==> src/hw/rtl/qdec_pkg.sv <==
// Shared types and constants for the two-channel quadrature decoder.
// No dependencies; used by the interfaces and all decoder modules.
`default_nettype none

package qdec_pkg;

   // Fixed field widths
   localparam int TICK_WIDTH      = 7;
   localparam int GAIN_WIDTH      = 4;
   localparam int STEP_WIDTH      = 2;
   localparam int DELTA_WIDTH     = 10;
   localparam int CSR_INDEX_WIDTH = 2;
   localparam int CSR_DATA_WIDTH  = 7;

   // Default accumulator width
   localparam int ACCUM_WIDTH_DEF = 8;

   // Register reset values
   localparam logic [TICK_WIDTH-1:0] THRESHOLD_RESET = 7'd20;
   localparam logic [TICK_WIDTH-1:0] WRAP_RESET      = 7'd100;
   localparam logic [GAIN_WIDTH-1:0] GAIN_RESET      = 4'd10;
   localparam logic [STEP_WIDTH-1:0] STEP_RESET      = 2'd3;

   // Operation codes
   localparam logic OP_TICK = 1'b0;
   localparam logic OP_READ = 1'b1;

   // Configuration register indexes
   typedef enum logic [CSR_INDEX_WIDTH-1:0] {
      CSR_FAST_LIMIT      = 2'd0,
      CSR_TICK_WRAP_LIMIT = 2'd1,
      CSR_ACCEL_GAIN      = 2'd2
   } csr_index_type;

   // Configuration as seen by the datapath
   typedef struct packed {
      logic [TICK_WIDTH-1:0] fast_limit;
      logic [TICK_WIDTH-1:0] tick_wrap_limit;
      logic [GAIN_WIDTH-1:0] accel_gain;
   } cfg_type;

   // Per-channel command from the input stage
   typedef struct packed {
      logic tick;
      logic read;
      logic pin_a;
      logic pin_b;
   } chan_cmd_type;

endpackage

`default_nettype wire

==> src/hw/rtl/qdec_if.sv <==
// Valid/ready channel interfaces: request, response and register write.
// Depends on qdec_pkg for field widths.
`default_nettype none

interface qdec_req_if;
   logic valid;
   logic ready;
   logic op;
   logic ch1_a;
   logic ch1_b;
   logic ch2_a;
   logic ch2_b;
   logic read_channel;

   modport source (output valid, op, ch1_a, ch1_b, ch2_a, ch2_b, read_channel,
                   input ready);
   modport sink   (input valid, op, ch1_a, ch1_b, ch2_a, ch2_b, read_channel,
                   output ready);
endinterface

interface qdec_rsp_if;
   logic                                     valid;
   logic                                     ready;
   logic signed [qdec_pkg::DELTA_WIDTH-1:0]  delta;

   modport source (output valid, delta, input ready);
   modport sink   (input valid, delta, output ready);
endinterface

interface qdec_csr_if;
   logic                                  valid;
   logic                                  ready;
   logic [qdec_pkg::CSR_INDEX_WIDTH-1:0]  index;
   logic [qdec_pkg::CSR_DATA_WIDTH-1:0]   data;

   modport source (output valid, index, data, input ready);
   modport sink   (input valid, index, data, output ready);
endinterface

`default_nettype wire

==> src/hw/rtl/qdec_chan.sv <==
// One encoder channel: tick counter, acceleration flag, last step, accumulator.
// Depends on qdec_pkg.
`default_nettype none

module qdec_chan
   import qdec_pkg::*;
#(
   parameter int ACCUM_WIDTH = ACCUM_WIDTH_DEF
) (
   input  wire logic                          clock,
   input  wire logic                          reset,
   input  wire chan_cmd_type                  cmd,
   input  wire cfg_type                       cfg,
   output logic                               accel,
   output logic signed [ACCUM_WIDTH-3:0]      read_val
);

   logic [TICK_WIDTH-1:0]  tick_count_ff, tick_count_in;
   logic                   accel_ff, accel_in;
   logic [STEP_WIDTH-1:0]  last_step_ff, last_step_in;
   logic [ACCUM_WIDTH-1:0] accum_ff, accum_in;

   logic [TICK_WIDTH-1:0]  tick_inc;
   logic [TICK_WIDTH-1:0]  tick_adv;
   logic [STEP_WIDTH-1:0]  step;
   logic [STEP_WIDTH-1:0]  diff;

   // Advance the tick counter, wrapping past the limit
   assign tick_inc = tick_count_ff + TICK_WIDTH'(1);
   assign tick_adv = (tick_inc > cfg.tick_wrap_limit) ? '0 : tick_inc;

   // Pin levels to step code: A gives 3, B flips bit 0
   assign step = {cmd.pin_a, cmd.pin_a ^ cmd.pin_b};
   assign diff = last_step_ff - step;

   // Arithmetic shift right by 2 is just the upper bits
   assign read_val = $signed(accum_ff[ACCUM_WIDTH-1:2]);
   assign accel    = accel_ff;

   // Next-state logic
   always_comb begin
      tick_count_in = tick_count_ff;
      accel_in      = accel_ff;
      last_step_in  = last_step_ff;
      accum_in      = accum_ff;
      if (cmd.tick) begin
         tick_count_in = tick_adv;
         // odd difference is a real transition
         if (diff[0]) begin
            accel_in      = (tick_adv < cfg.fast_limit);
            tick_count_in = '0;
            last_step_in  = step;
            if (diff[1]) begin
               accum_in = accum_ff - ACCUM_WIDTH'(1);
            end else begin
               accum_in = accum_ff + ACCUM_WIDTH'(1);
            end
         end
      end else if (cmd.read) begin
         // keep the sub-detent remainder
         accum_in = {{(ACCUM_WIDTH-2){1'b0}}, accum_ff[1:0]};
      end
   end

   always_ff @(posedge clock) begin
      if (reset) begin
         tick_count_ff <= '0;
         accel_ff      <= 1'b0;
         last_step_ff  <= STEP_RESET;
         accum_ff      <= '0;
      end else begin
         tick_count_ff <= tick_count_in;
         accel_ff      <= accel_in;
         last_step_ff  <= last_step_in;
         accum_ff      <= accum_in;
      end
   end

endmodule

`default_nettype wire

==> src/hw/rtl/qdec_scale.sv <==
// Read scaling: optional gain multiply and saturation to the delta range.
// Depends on qdec_pkg.
`default_nettype none

module qdec_scale
   import qdec_pkg::*;
#(
   parameter int ACCUM_WIDTH = ACCUM_WIDTH_DEF
) (
   input  wire logic signed [ACCUM_WIDTH-3:0]  value,
   input  wire logic                           accel,
   input  wire logic [GAIN_WIDTH-1:0]          gain,
   output logic signed [DELTA_WIDTH-1:0]       delta
);

   localparam int PROD_WIDTH = ACCUM_WIDTH - 2 + GAIN_WIDTH + 1;
   localparam int SAT_WIDTH  = (PROD_WIDTH > DELTA_WIDTH) ? PROD_WIDTH : DELTA_WIDTH;
   localparam logic signed [SAT_WIDTH-1:0] DELTA_MAX = SAT_WIDTH'(2**(DELTA_WIDTH-1) - 1);
   localparam logic signed [SAT_WIDTH-1:0] DELTA_MIN = -DELTA_MAX - SAT_WIDTH'(1);

   logic signed [PROD_WIDTH-1:0] prod;
   logic signed [SAT_WIDTH-1:0]  scaled;

   // Gain is unsigned; zero-extend it before the signed multiply
   assign prod   = value * $signed({1'b0, gain});
   assign scaled = accel ? SAT_WIDTH'(prod) : SAT_WIDTH'(value);

   // Clamp to the delta range
   always_comb begin
      if (scaled > DELTA_MAX) begin
         delta = DELTA_MAX[DELTA_WIDTH-1:0];
      end else if (scaled < DELTA_MIN) begin
         delta = DELTA_MIN[DELTA_WIDTH-1:0];
      end else begin
         delta = scaled[DELTA_WIDTH-1:0];
      end
   end

endmodule

`default_nettype wire

==> src/hw/rtl/quadrature_decoder_accel_core.sv <==
// Two-channel quadrature decoder with acceleration, top level.
// A read request is held in the input register, then its delta in the response register.
// Throughput: one item per cycle; the input register moves on as long as the
// response register is free or being drained, and ticks never wait on it.
// Reset: synchronous, restores registers to defaults and clears channel state.
// Depends on qdec_pkg, qdec_if, qdec_chan and qdec_scale.
`default_nettype none

module quadrature_decoder_accel_core
   import qdec_pkg::*;
#(
   parameter int ACCUM_WIDTH = ACCUM_WIDTH_DEF
) (
   input  wire logic  clock,
   input  wire logic  reset,
   qdec_req_if.sink   req_ch,
   qdec_rsp_if.source rsp_ch,
   qdec_csr_if.sink   csr_ch
);

   // Configuration registers
   cfg_type cfg_ff, cfg_in;

   // Input stage
   logic s1_valid_ff, s1_valid_in;
   logic s1_op_ff, s1_ch1_a_ff, s1_ch1_b_ff, s1_ch2_a_ff, s1_ch2_b_ff, s1_rd_ch_ff;
   logic s1_go;
   logic req_xfer;

   // Output stage
   logic                          rsp_valid_ff, rsp_valid_in;
   logic signed [DELTA_WIDTH-1:0] rsp_delta_ff;
   logic                          rsp_load;

   // Channel datapath
   chan_cmd_type                   cmd1, cmd2;
   logic                           accel1, accel2, accel_sel;
   logic signed [ACCUM_WIDTH-3:0]  val1, val2, val_sel;
   logic signed [DELTA_WIDTH-1:0]  delta_next;

   // Register writes; always ready
   assign csr_ch.ready = 1'b1;

   always_comb begin
      cfg_in = cfg_ff;
      if (csr_ch.valid) begin
         case (csr_ch.index)
            CSR_FAST_LIMIT:      cfg_in.fast_limit      = csr_ch.data[TICK_WIDTH-1:0];
            CSR_TICK_WRAP_LIMIT: cfg_in.tick_wrap_limit = csr_ch.data[TICK_WIDTH-1:0];
            CSR_ACCEL_GAIN:      cfg_in.accel_gain      = csr_ch.data[GAIN_WIDTH-1:0];
            default:             cfg_in = cfg_ff;
         endcase
      end
   end

   always_ff @(posedge clock) begin
      if (reset) begin
         cfg_ff.fast_limit      <= THRESHOLD_RESET;
         cfg_ff.tick_wrap_limit <= WRAP_RESET;
         cfg_ff.accel_gain      <= GAIN_RESET;
      end else begin
         cfg_ff <= cfg_in;
      end
   end

   // Input stage handshake: ticks always proceed, reads need a free output slot
   assign s1_go        = s1_valid_ff && ((s1_op_ff == OP_TICK) || !rsp_valid_ff || rsp_ch.ready);
   assign req_ch.ready = !s1_valid_ff || s1_go;
   assign req_xfer     = req_ch.valid && req_ch.ready;

   always_comb begin
      s1_valid_in = s1_valid_ff;
      if (req_xfer) begin
         s1_valid_in = 1'b1;
      end else if (s1_go) begin
         s1_valid_in = 1'b0;
      end
   end

   always_ff @(posedge clock) begin
      if (reset) begin
         s1_valid_ff <= 1'b0;
      end else begin
         s1_valid_ff <= s1_valid_in;
      end
   end

   always_ff @(posedge clock) begin
      if (req_xfer) begin
         s1_op_ff    <= req_ch.op;
         s1_ch1_a_ff <= req_ch.ch1_a;
         s1_ch1_b_ff <= req_ch.ch1_b;
         s1_ch2_a_ff <= req_ch.ch2_a;
         s1_ch2_b_ff <= req_ch.ch2_b;
         s1_rd_ch_ff <= req_ch.read_channel;
      end
   end

   // Per-channel commands
   always_comb begin
      cmd1.tick  = s1_go && (s1_op_ff == OP_TICK);
      cmd1.read  = s1_go && (s1_op_ff == OP_READ) && !s1_rd_ch_ff;
      cmd1.pin_a = s1_ch1_a_ff;
      cmd1.pin_b = s1_ch1_b_ff;
      cmd2.tick  = s1_go && (s1_op_ff == OP_TICK);
      cmd2.read  = s1_go && (s1_op_ff == OP_READ) && s1_rd_ch_ff;
      cmd2.pin_a = s1_ch2_a_ff;
      cmd2.pin_b = s1_ch2_b_ff;
   end

   qdec_chan #(.ACCUM_WIDTH(ACCUM_WIDTH)) u_chan1 (
      .clock    (clock),
      .reset    (reset),
      .cmd      (cmd1),
      .cfg      (cfg_ff),
      .accel    (accel1),
      .read_val (val1)
   );

   qdec_chan #(.ACCUM_WIDTH(ACCUM_WIDTH)) u_chan2 (
      .clock    (clock),
      .reset    (reset),
      .cmd      (cmd2),
      .cfg      (cfg_ff),
      .accel    (accel2),
      .read_val (val2)
   );

   // Select the channel being read
   assign val_sel   = s1_rd_ch_ff ? val2 : val1;
   assign accel_sel = s1_rd_ch_ff ? accel2 : accel1;

   qdec_scale #(.ACCUM_WIDTH(ACCUM_WIDTH)) u_scale (
      .value (val_sel),
      .accel (accel_sel),
      .gain  (cfg_ff.accel_gain),
      .delta (delta_next)
   );

   // Response register
   assign rsp_load     = s1_go && (s1_op_ff == OP_READ);
   assign rsp_valid_in = rsp_load || (rsp_valid_ff && !rsp_ch.ready);

   always_ff @(posedge clock) begin
      if (reset) begin
         rsp_valid_ff <= 1'b0;
      end else begin
         rsp_valid_ff <= rsp_valid_in;
      end
   end

   always_ff @(posedge clock) begin
      if (rsp_load) begin
         rsp_delta_ff <= delta_next;
      end
   end

   assign rsp_ch.valid = rsp_valid_ff;
   assign rsp_ch.delta = rsp_delta_ff;

endmodule

`default_nettype wire

==> src/flat_wrapper.sv <==
// flat-port wrapper written by rule: the top's interface ports become plain ports
module quadrature_decoder_accel_core_flat import qdec_pkg::*;
#(
   parameter int ACCUM_WIDTH = ACCUM_WIDTH_DEF
)
  (clock, reset, req_ch_valid, req_ch_op, req_ch_ch1_a, req_ch_ch1_b, req_ch_ch2_a, req_ch_ch2_b, req_ch_read_channel, req_ch_ready, rsp_ch_valid, rsp_ch_delta, rsp_ch_ready, csr_ch_valid, csr_ch_index, csr_ch_data, csr_ch_ready);
  qdec_req_if req_ch_i ();
  qdec_rsp_if rsp_ch_i ();
  qdec_csr_if csr_ch_i ();
  input  wire logic clock;
  input  wire logic reset;
  input wire logic [$bits(req_ch_i.valid)-1:0] req_ch_valid;
  input wire logic [$bits(req_ch_i.op)-1:0] req_ch_op;
  input wire logic [$bits(req_ch_i.ch1_a)-1:0] req_ch_ch1_a;
  input wire logic [$bits(req_ch_i.ch1_b)-1:0] req_ch_ch1_b;
  input wire logic [$bits(req_ch_i.ch2_a)-1:0] req_ch_ch2_a;
  input wire logic [$bits(req_ch_i.ch2_b)-1:0] req_ch_ch2_b;
  input wire logic [$bits(req_ch_i.read_channel)-1:0] req_ch_read_channel;
  output wire logic [$bits(req_ch_i.ready)-1:0] req_ch_ready;
  output wire logic [$bits(rsp_ch_i.valid)-1:0] rsp_ch_valid;
  output wire logic [$bits(rsp_ch_i.delta)-1:0] rsp_ch_delta;
  input wire logic [$bits(rsp_ch_i.ready)-1:0] rsp_ch_ready;
  input wire logic [$bits(csr_ch_i.valid)-1:0] csr_ch_valid;
  input wire logic [$bits(csr_ch_i.index)-1:0] csr_ch_index;
  input wire logic [$bits(csr_ch_i.data)-1:0] csr_ch_data;
  output wire logic [$bits(csr_ch_i.ready)-1:0] csr_ch_ready;
  assign req_ch_i.valid = req_ch_valid;
  assign req_ch_i.op = req_ch_op;
  assign req_ch_i.ch1_a = req_ch_ch1_a;
  assign req_ch_i.ch1_b = req_ch_ch1_b;
  assign req_ch_i.ch2_a = req_ch_ch2_a;
  assign req_ch_i.ch2_b = req_ch_ch2_b;
  assign req_ch_i.read_channel = req_ch_read_channel;
  assign req_ch_ready = req_ch_i.ready;
  assign rsp_ch_valid = rsp_ch_i.valid;
  assign rsp_ch_delta = rsp_ch_i.delta;
  assign rsp_ch_i.ready = rsp_ch_ready;
  assign csr_ch_i.valid = csr_ch_valid;
  assign csr_ch_i.index = csr_ch_index;
  assign csr_ch_i.data = csr_ch_data;
  assign csr_ch_ready = csr_ch_i.ready;
  quadrature_decoder_accel_core #(.ACCUM_WIDTH(ACCUM_WIDTH)) u_core (.clock(clock), .reset(reset), .req_ch(req_ch_i), .rsp_ch(rsp_ch_i), .csr_ch(csr_ch_i));
endmodule
==> config.mk <==
export PLATFORM = sky130hd
export DESIGN_NAME = quadrature_decoder_accel_core_flat
export DESIGN_NICKNAME = d
export VERILOG_FILES = /design/src/hw/rtl/qdec_pkg.sv /design/src/hw/rtl/qdec_if.sv /design/src/hw/rtl/qdec_chan.sv /design/src/hw/rtl/qdec_scale.sv /design/src/hw/rtl/quadrature_decoder_accel_core.sv /design/src/flat_wrapper.sv
export SDC_FILE = /design/constraint.sdc
export NUM_CORES = 1
export LEC_CHECK = 0
export BUFFER_PORTS_ARGS = -buffer_cell sky130_fd_sc_hd__buf_4
export CAP_MARGIN = 20
export CELL_PAD_IN_SITES_DETAIL_PLACEMENT = 1
export CELL_PAD_IN_SITES_GLOBAL_PLACEMENT = 1
export CORE_MARGIN = 8
export CORE_UTILIZATION = 40
export DETAILED_ROUTE_END_ITERATION = 10
export PLACE_DENSITY = 0.72
export SLEW_MARGIN = 5
export SYNTH_ARGS = -nofsm -noshare
export SYNTH_HDL_FRONTEND = slang
export SYNTH_SLANG_ARGS = --single-unit
==> constraint.sdc <==
create_clock -name clock -period 5.4 [get_ports clock]
set_input_delay 1.08 -clock clock [delete_from_list [all_inputs] [get_ports clock]]
set_output_delay 1.08 -clock clock [all_outputs]
set_load 0.03 [all_outputs]
==> results.py, run 1 <==
metrics = {
    "critical_path": {
        "crit_fanout": 10,
        "cpMaxStageDelayCell": "edfxtp_1",
        "rr_worst_depth": 14,
        "slowest_delay_ns": 0.61,
        "reg2reg_slack_ns": 0.78,
        "cp.arrival_ns": 4.69,
        "path_cells": "mux2i_1, nor2b_1, ha_1, fa_1, inv_1, fa_1, inv_1, ha_1, a21o_1, a21oi_1, a211o_1, o211ai_2, a22oi_2, a211oi_1",
        "start_kind": "flip-flop",
        "worstSetupPathType": "reg -> reg",
        "critPathRequiredTime_ns": 5.48,
        "end_kind": "flip-flop",
    },
    "synth": {
        "syn_area_um2": 5410,
        "ys_dominant_reg_cell": "dfxtp_1",
        "synth.distinct_cells": 58,
        "syn-num-nets": 719,
        "synth_top_cell_area_share": 0.207,
        "synthTopCellsByCount": "62 x ha_1, 59 x inv_1, 56 x dfxtp_1, 56 x nor2_1, 40 x nor2b_1",
        "yosysTopAreaCell": "dfxtp_1",
        "yosysSeqAreaShare": 0.296,
        "synth_cells": 622,
        "synth_edf_count": 16,
        "synth.most_common_cell": "ha_1",
        "synthArstFlopShare": 0,
        "synthTopCellsByArea": "dfxtp_1 21%, ha_1 14%, edfxtp_1 8.9%, fa_1 5.5%, nor2b_1 4.6%",
        "synth_warnings": 0,
        "syn_avg_cell_area_um2": 8.70,
        "synth-seq-cells": 72,
    },
    "timing": {
        "slew_headroom": 0.305,
        "hold_viol": 0,
        "rsz0062_at_grt": "no",
        "finalCritPeriodShare": 0.855,
        "setup_violations": 0,
        "slew_viol_final": 0,
        "setup_tns_ns": 0,
        "fmax_mhz": 217,
        "fin_crit_ns": 4.62,
        "finalClockSkew_ns": 0.00823,
        "worst_slew_pin_slew_ns": 1.01,
    },
    "cells_and_area": {
        "drive_gt1_frac": 0.0936,
        "stdcell_count": 828,
        "diodes": 0,
        "nNetsFinal": 744,
        "syn2layout_area_growth_pct": 13.6,
    },
    "grt": {
        "overflow": 0,
        "grt_pass1_wl_mm": 23.5,
        "grt_antenna_before_repair": 0,
        "grt_pass1_vias": 4687,
        "grt_use_total": 0.163,
        "grt_max_degree": 71,
    },
    "drt": {
        "initialDrtViolationCount": 137,
        "drt_wl_total_mm": 13.6,
        "wire_per_inst_um": 16.4,
        "ant_nets": 0,
        "drc_errors": 0,
        "firstDrtPassIters": 4,
        "route.vias.total": 4443,
        "via_per_inst": 5.37,
    },
    "clock_tree": {
        "cts_hold_buf": 0,
        "ctsResizeCount": 0,
        "cts_setup_buffers": 0,
        "cts.sinks": 72,
        "numCtsBuffers": 9,
        "cts_buffer_depth": 2,
        "root_buffer": "clkbuf_16",
        "path_clk_slew_ns": 0.06,
        "tritoncts": "yes",
        "clkLatencyLatePin_ns": 0.35,
        "htreeDepth": 3,
    },
    "pwr": {
        "p_per_area_nw_per_um2": 248,
        "peakVddDrop_mv": 0.145,
        "p_leak_nw": 2.77,
    },
    "floorplan": {
        "rows": 42,
        "fp.coreArea_um2": 13200,
        "fp.dieW_um": 132,
        "die_area_um2": 17500,
        "ios": 33,
        "die_h_um": 132,
        "start_util": 0.409,
    },
    "place": {
        "portBuffers": 31,
        "place_hpwl_mm": 10.5,
        "gp_congestion": 0.864,
        "placed_cells_incl_taps": 812,
    },
    "hold_path": {
        "hold_path_depth": 2,
        "holdCritPathClass": "reg -> reg",
    },
    "run": {
        "max-cap-violations": 0,
    },
    "run_status": {
        "outcome": "complete, no violations",
    },
}
## power by group
| part | switching [mW] | internal [mW] | leakage, nW |
|---|---|---|---|
| Clock | 0.234 | 0.465 | 0.170 |
| Combinational | 0.141 | 0.0956 | 1.99 |
| Sequential | 0.0182 | 0.573 | 0.607 |
## worst paths after layout
| check | start | endpoint |
|---|---|---|
| worst max-delay path | u_core.s1_rd_ch_ff$_DFFE_PP_ | u_core.rsp_ch.delta[5]$_SDFFCE_PN1P_ |
| worst min register to register | u_core.u_chan2.tick_count_ff[6]$_SDFFE_PP0P_ | u_core.u_chan2.tick_count_ff[6]$_SDFFE_PP0P_ |
| worst min-delay path | u_core.u_chan2.tick_count_ff[6]$_SDFFE_PP0P_ | u_core.u_chan2.tick_count_ff[6]$_SDFFE_PP0P_ |
| worst max register to register | u_core.s1_rd_ch_ff$_DFFE_PP_ | u_core.rsp_ch.delta[5]$_SDFFCE_PN1P_ |
## critical path: cells and delay by family (launching register included)
| family | cells | cell delay [ns] |
|---|---|---|
| compound gates | 6 | 1.26 |
| fa+ha+maj | 4 | 1.72 |
| buf+inv | 2 | 0.09 |
| flops | 1 | 0.61 |
| mux | 1 | 0.52 |
| simple gates | 1 | 0.12 |
## cells in the final DEF (no fill, tap or decap), types with 7 or more instances in the layout
cell type / netlist / layout
ha_1: 62 / 62
inv_1: 59 / 59
nor2_1: 56 / 56
dfxtp_1: 56 / 56
nor2b_1: 40 / 40
nand2_1: 39 / 39
a21oi_1: 38 / 38
buf_4: 1 / 34
nand3_1: 29 / 29
xnor2_1: 24 / 24
o21ai_0: 22 / 22
edfxtp_1: 16 / 16
fa_1: 15 / 15
mux2i_1: 12 / 12
nand2b_1: 11 / 11
nand3b_1: 10 / 10
nor3_1: 9 / 9
clkbuf_16: 0 / 9
and2_1: 7 / 7
nor3b_1: 7 / 7
## cell type report
type	instances	area, um2
Fill cell	1589	7090
Timing Repair Buffer	34	255
Tap cell	176	220
Clock inverter	5	104
Multi-Input combinational cell	471	3500
Sequential cell	72	1600
Clock buffer	11	243
Inverter	59	221
## state kept, by name, indices dropped and copies added, names as in the netlist
| signal | flops |
|---|---|
| u_core.rsp_ch.delta | 10 |
| u_core.u_chan2.accel | 1 |
| u_core.u_chan2.tick_count_ff | 7 |
| u_core.s1_ch2_b_ff | 1 |
| u_core.s1_rd_ch_ff | 1 |
| u_core.u_chan1.accel | 1 |
| u_core.s1_valid_ff | 1 |
| u_core.u_chan1.tick_count_ff | 7 |
| u_core.u_chan1.accum_ff | 8 |
| u_core.rsp_ch.valid | 1 |
| u_core.s1_ch2_a_ff | 1 |
| u_core.u_chan2.last_step_ff | 2 |
| u_core.u_chan2.accum_ff | 8 |
| u_core.cfg_ff | 18 |
| u_core.s1_ch1_a_ff | 1 |
| u_core.u_chan1.last_step_ff | 2 |
| u_core.s1_op_ff | 1 |
| u_core.s1_ch1_b_ff | 1 |
## per-layer routing
metal	GRT usage	part of all wire	up-vias
met5	0	0	-
met3	0.0358	0.031	18
met2	0.287	0.52	48
met1	0.191	0.44	2177
met4	0.0555	0.017	0
li1	-	-	2200
## through the flow
step | power, mW | area [um2] | util | worst slack [ns] | hold WS (ns)
floorplan | 0.772 | 5410 | - | 1.34 | 0.438
global placement | 0.827 | 5800 | 0.438 | 1.03 | 0.449
detailed placement | 0.840 | 5800 | 0.438 | 0.843 | 0.462
CTS | 1.54 | 6150 | 0.464 | 0.781 | 0.470
global route | 1.60 | 6150 | 0.464 | 0.457 | 0.499
finish | 1.53 | 6150 | 0.464 | 0.782 | 0.466
## cells by family after synthesis
| kind of cell | synth area share |
|---|---|
| AOI/OAI and AO/OA | 0.143 |
| xor gates and xnor gates | 0.0566 |
| adders and majority gates | 0.199 |
| buffers and inverters | 0.0569 |
| DFF | 0.296 |
| muxes | 0.0291 |
| other | 0.000693 |
| and+or+nand+nor | 0.219 |
No activity file was read; power rests on OpenSTA's default activity.
==> run 2, diff against run 1 <==
- CORE_ASPECT_RATIO: not set -> 1.5
==> results.py, run 2 (synthesis gave the netlist of run 1 again) <==
metrics = {
    "drt": {
        "via_per_inst": 5.45,
        "drt_wl_total_mm": 13.4,
        "ant_nets": 0,
        "firstDrtPassIters": 4,
        "route.vias.total": 4433,
        "wl_met1_mm": 5.29,
        "wire_per_inst_um": 16.4,
        "initialDrtViolationCount": 140,
        "drc_errors": 0,
        "dr_wl_met2_mm": 7.59,
        "dr_wl_met3_um": 219,
        "highest_layer": "met4",
    },
    "cells_and_area": {
        "nNetsFinal": 744,
        "final_cell_mix": "62 x ha_1, 59 x inv_1, 56 x nor2_1, 56 x dfxtp_1, 40 x nor2b_1",
        "syn2layout_area_growth_pct": 12.4,
        "drive_gt1_frac": 0.0936,
        "fin_util": 0.456,
        "largest_reg_flops": 18,
        "diodes": 0,
        "largest_register": "u_core.cfg_ff",
        "final_common_cell": "ha_1",
    },
    "floorplan": {
        "fp.dieW_um": 111,
        "ios": 33,
        "fp.coreArea_um2": 13300,
        "die_h_um": 158,
        "start_util": 0.406,
        "die_area_um2": 17600,
        "rows": 52,
    },
    "pwr": {
        "p_per_area_nw_per_um2": 235,
        "fin_total_pwr_mw": 1.43,
        "p_leak_nw": 2.74,
        "peakVddDrop_mv": 0.156,
    },
    "clock_tree": {
        "root_buffer": "clkbuf_16",
        "cts_hold_buf": 0,
        "tritoncts": "yes",
        "cts.sinks": 72,
        "ctsResizeCount": 0,
        "clkLatencyLatePin_ns": 0.33,
        "htreeDepth": 3,
        "numCtsBuffers": 9,
        "cts_setup_buffers": 0,
        "path_clk_slew_ns": 0.06,
        "cts_buffer_depth": 2,
    },
    "critical_path": {
        "rr_worst_depth": 14,
        "reg2reg_slack_ns": 0.80,
        "rr_endpoint": "u_core.rsp_ch.delta[5]$_SDFFCE_PN1P_",
        "endpoint": "u_core.rsp_ch.delta[5]$_SDFFCE_PN1P_",
        "cpMaxStageDelayCell": "edfxtp_1",
        "end_kind": "flip-flop",
        "rr_startpoint": "u_core.s1_rd_ch_ff$_DFFE_PP_",
        "start_kind": "flip-flop",
        "critPathTopFamily": "adder cells",
        "slowest_delay_ns": 0.63,
        "worstSetupPathType": "reg -> reg",
        "path_cells": "mux2_2, and2_1, ha_1, fa_1, inv_1, fa_1, inv_1, ha_1, a21o_1, a21oi_1, a211o_1, o211ai_2, a22oi_2, a211oi_1",
        "cp.arrival_ns": 4.67,
        "crit_buf_inv": 2,
        "critPathRequiredTime_ns": 5.47,
        "crit_fanout": 10,
        "startpoint": "u_core.s1_rd_ch_ff$_DFFE_PP_",
        "crit_cells": 14,
    },
    "hold_path": {
        "holdCritPathClass": "reg -> reg",
    },
    "timing": {
        "fin_ws_ns": 0.799,
        "slew_headroom": 0.314,
        "fmax_mhz": 217,
        "rsz0062_at_grt": "no",
        "slew_viol_final": 0,
        "finalCritPeriodShare": 0.852,
        "hold_viol": 0,
        "worst_slew_pin_slew_ns": 1.02,
        "setup_tns_ns": 0,
        "hold-worst-slack_ns": 0.466,
        "setup_violations": 0,
        "finalClockSkew_ns": 0.00653,
        "fin_crit_ns": 4.60,
    },
    "grt": {
        "grt_pass1_vias": 4845,
        "grt_antenna_before_repair": 0,
        "grt_max_degree": 71,
        "grt_use_total": 0.158,
        "overflow": 0,
        "grt_pass1_wl_mm": 22.9,
    },
    "place": {
        "place_ws_ns": 0.808,
        "portBuffers": 31,
        "gp_congestion": 0.799,
        "place_hpwl_mm": 10.7,
    },
    "run": {
        "max-cap-violations": 0,
    },
    "run_status": {
        "outcome": "complete, no violations",
    },
}
[run 2: cell types whose count changed in the layout (fill, tap and decap cells not counted)]
cell	delta
bufinv_16	-2
clkinvlp_4	+2
clkbuf_1	-1
clkinv_1	+1
clkinv_2	+1
inv_6	-1
[run 2: worst min path at each step]
stage / cells past startpoint / slack (ns) / from / to
after floorplan: 2 / 0.44 / u_core.u_chan1.last_step_ff[0]$_SDFFE_PP1P_ / u_core.u_chan1.last_step_ff[0]$_SDFFE_PP1P_
after global placement: 2 / 0.45 / u_core.u_chan2.last_step_ff[0]$_SDFFE_PP1P_ / u_core.u_chan2.last_step_ff[0]$_SDFFE_PP1P_
after detailed placement: 2 / 0.46 / u_core.u_chan1.last_step_ff[0]$_SDFFE_PP1P_ / u_core.u_chan1.last_step_ff[0]$_SDFFE_PP1P_
after CTS: 2 / 0.47 / u_core.u_chan2.tick_count_ff[6]$_SDFFE_PP0P_ / u_core.u_chan2.tick_count_ff[6]$_SDFFE_PP0P_
after global routing: 2 / 0.48 / u_core.u_chan2.tick_count_ff[6]$_SDFFE_PP0P_ / u_core.u_chan2.tick_count_ff[6]$_SDFFE_PP0P_
final: 2 / 0.47 / u_core.u_chan2.tick_count_ff[6]$_SDFFE_PP0P_ / u_core.u_chan2.tick_count_ff[6]$_SDFFE_PP0P_
[run 2: stage by stage]
stage,std cells,area (um2)
floorplan,622,5410
global placement,797,5780
CTS,813,6080
finish,814,6080
detailed placement,797,5780
global route,814,6080
[run 2: final cells by class]
class                           instances  area [um2]
Clock buffer                           10         239
Clock inverter                          6        58.8
Fill cell                            1561        7250
Inverter                               59         221
Multi-Input combinational cell        471        3500
Sequential cell                        72        1600
Tap cell                              162         203
Timing Repair Buffer                   34         255
[run 2: power breakdown]
| group | switching, mW | leakage [nW] | internal (mW) |
|---|---|---|---|
| logic | 0.139 | 1.99 | 0.0967 |
| clock network | 0.234 | 0.142 | 0.367 |
| registers | 0.0188 | 0.607 | 0.572 |
| total | 0.392 | 2.74 | 1.04 |
[run 2: tightest hold or removal path, cell delays in order, from the launching register on]
cell,delay [ns]
dfxtp_1,0.32
nand2_1,0.06
a21oi_1,0.05
[run 2: routing by layer]
layer	vias up	GRT usage
li1	2195	-
met5	-	0
met2	33	0.321
met1	2188	0.156
met4	0	0.0614
met3	17	0.0230
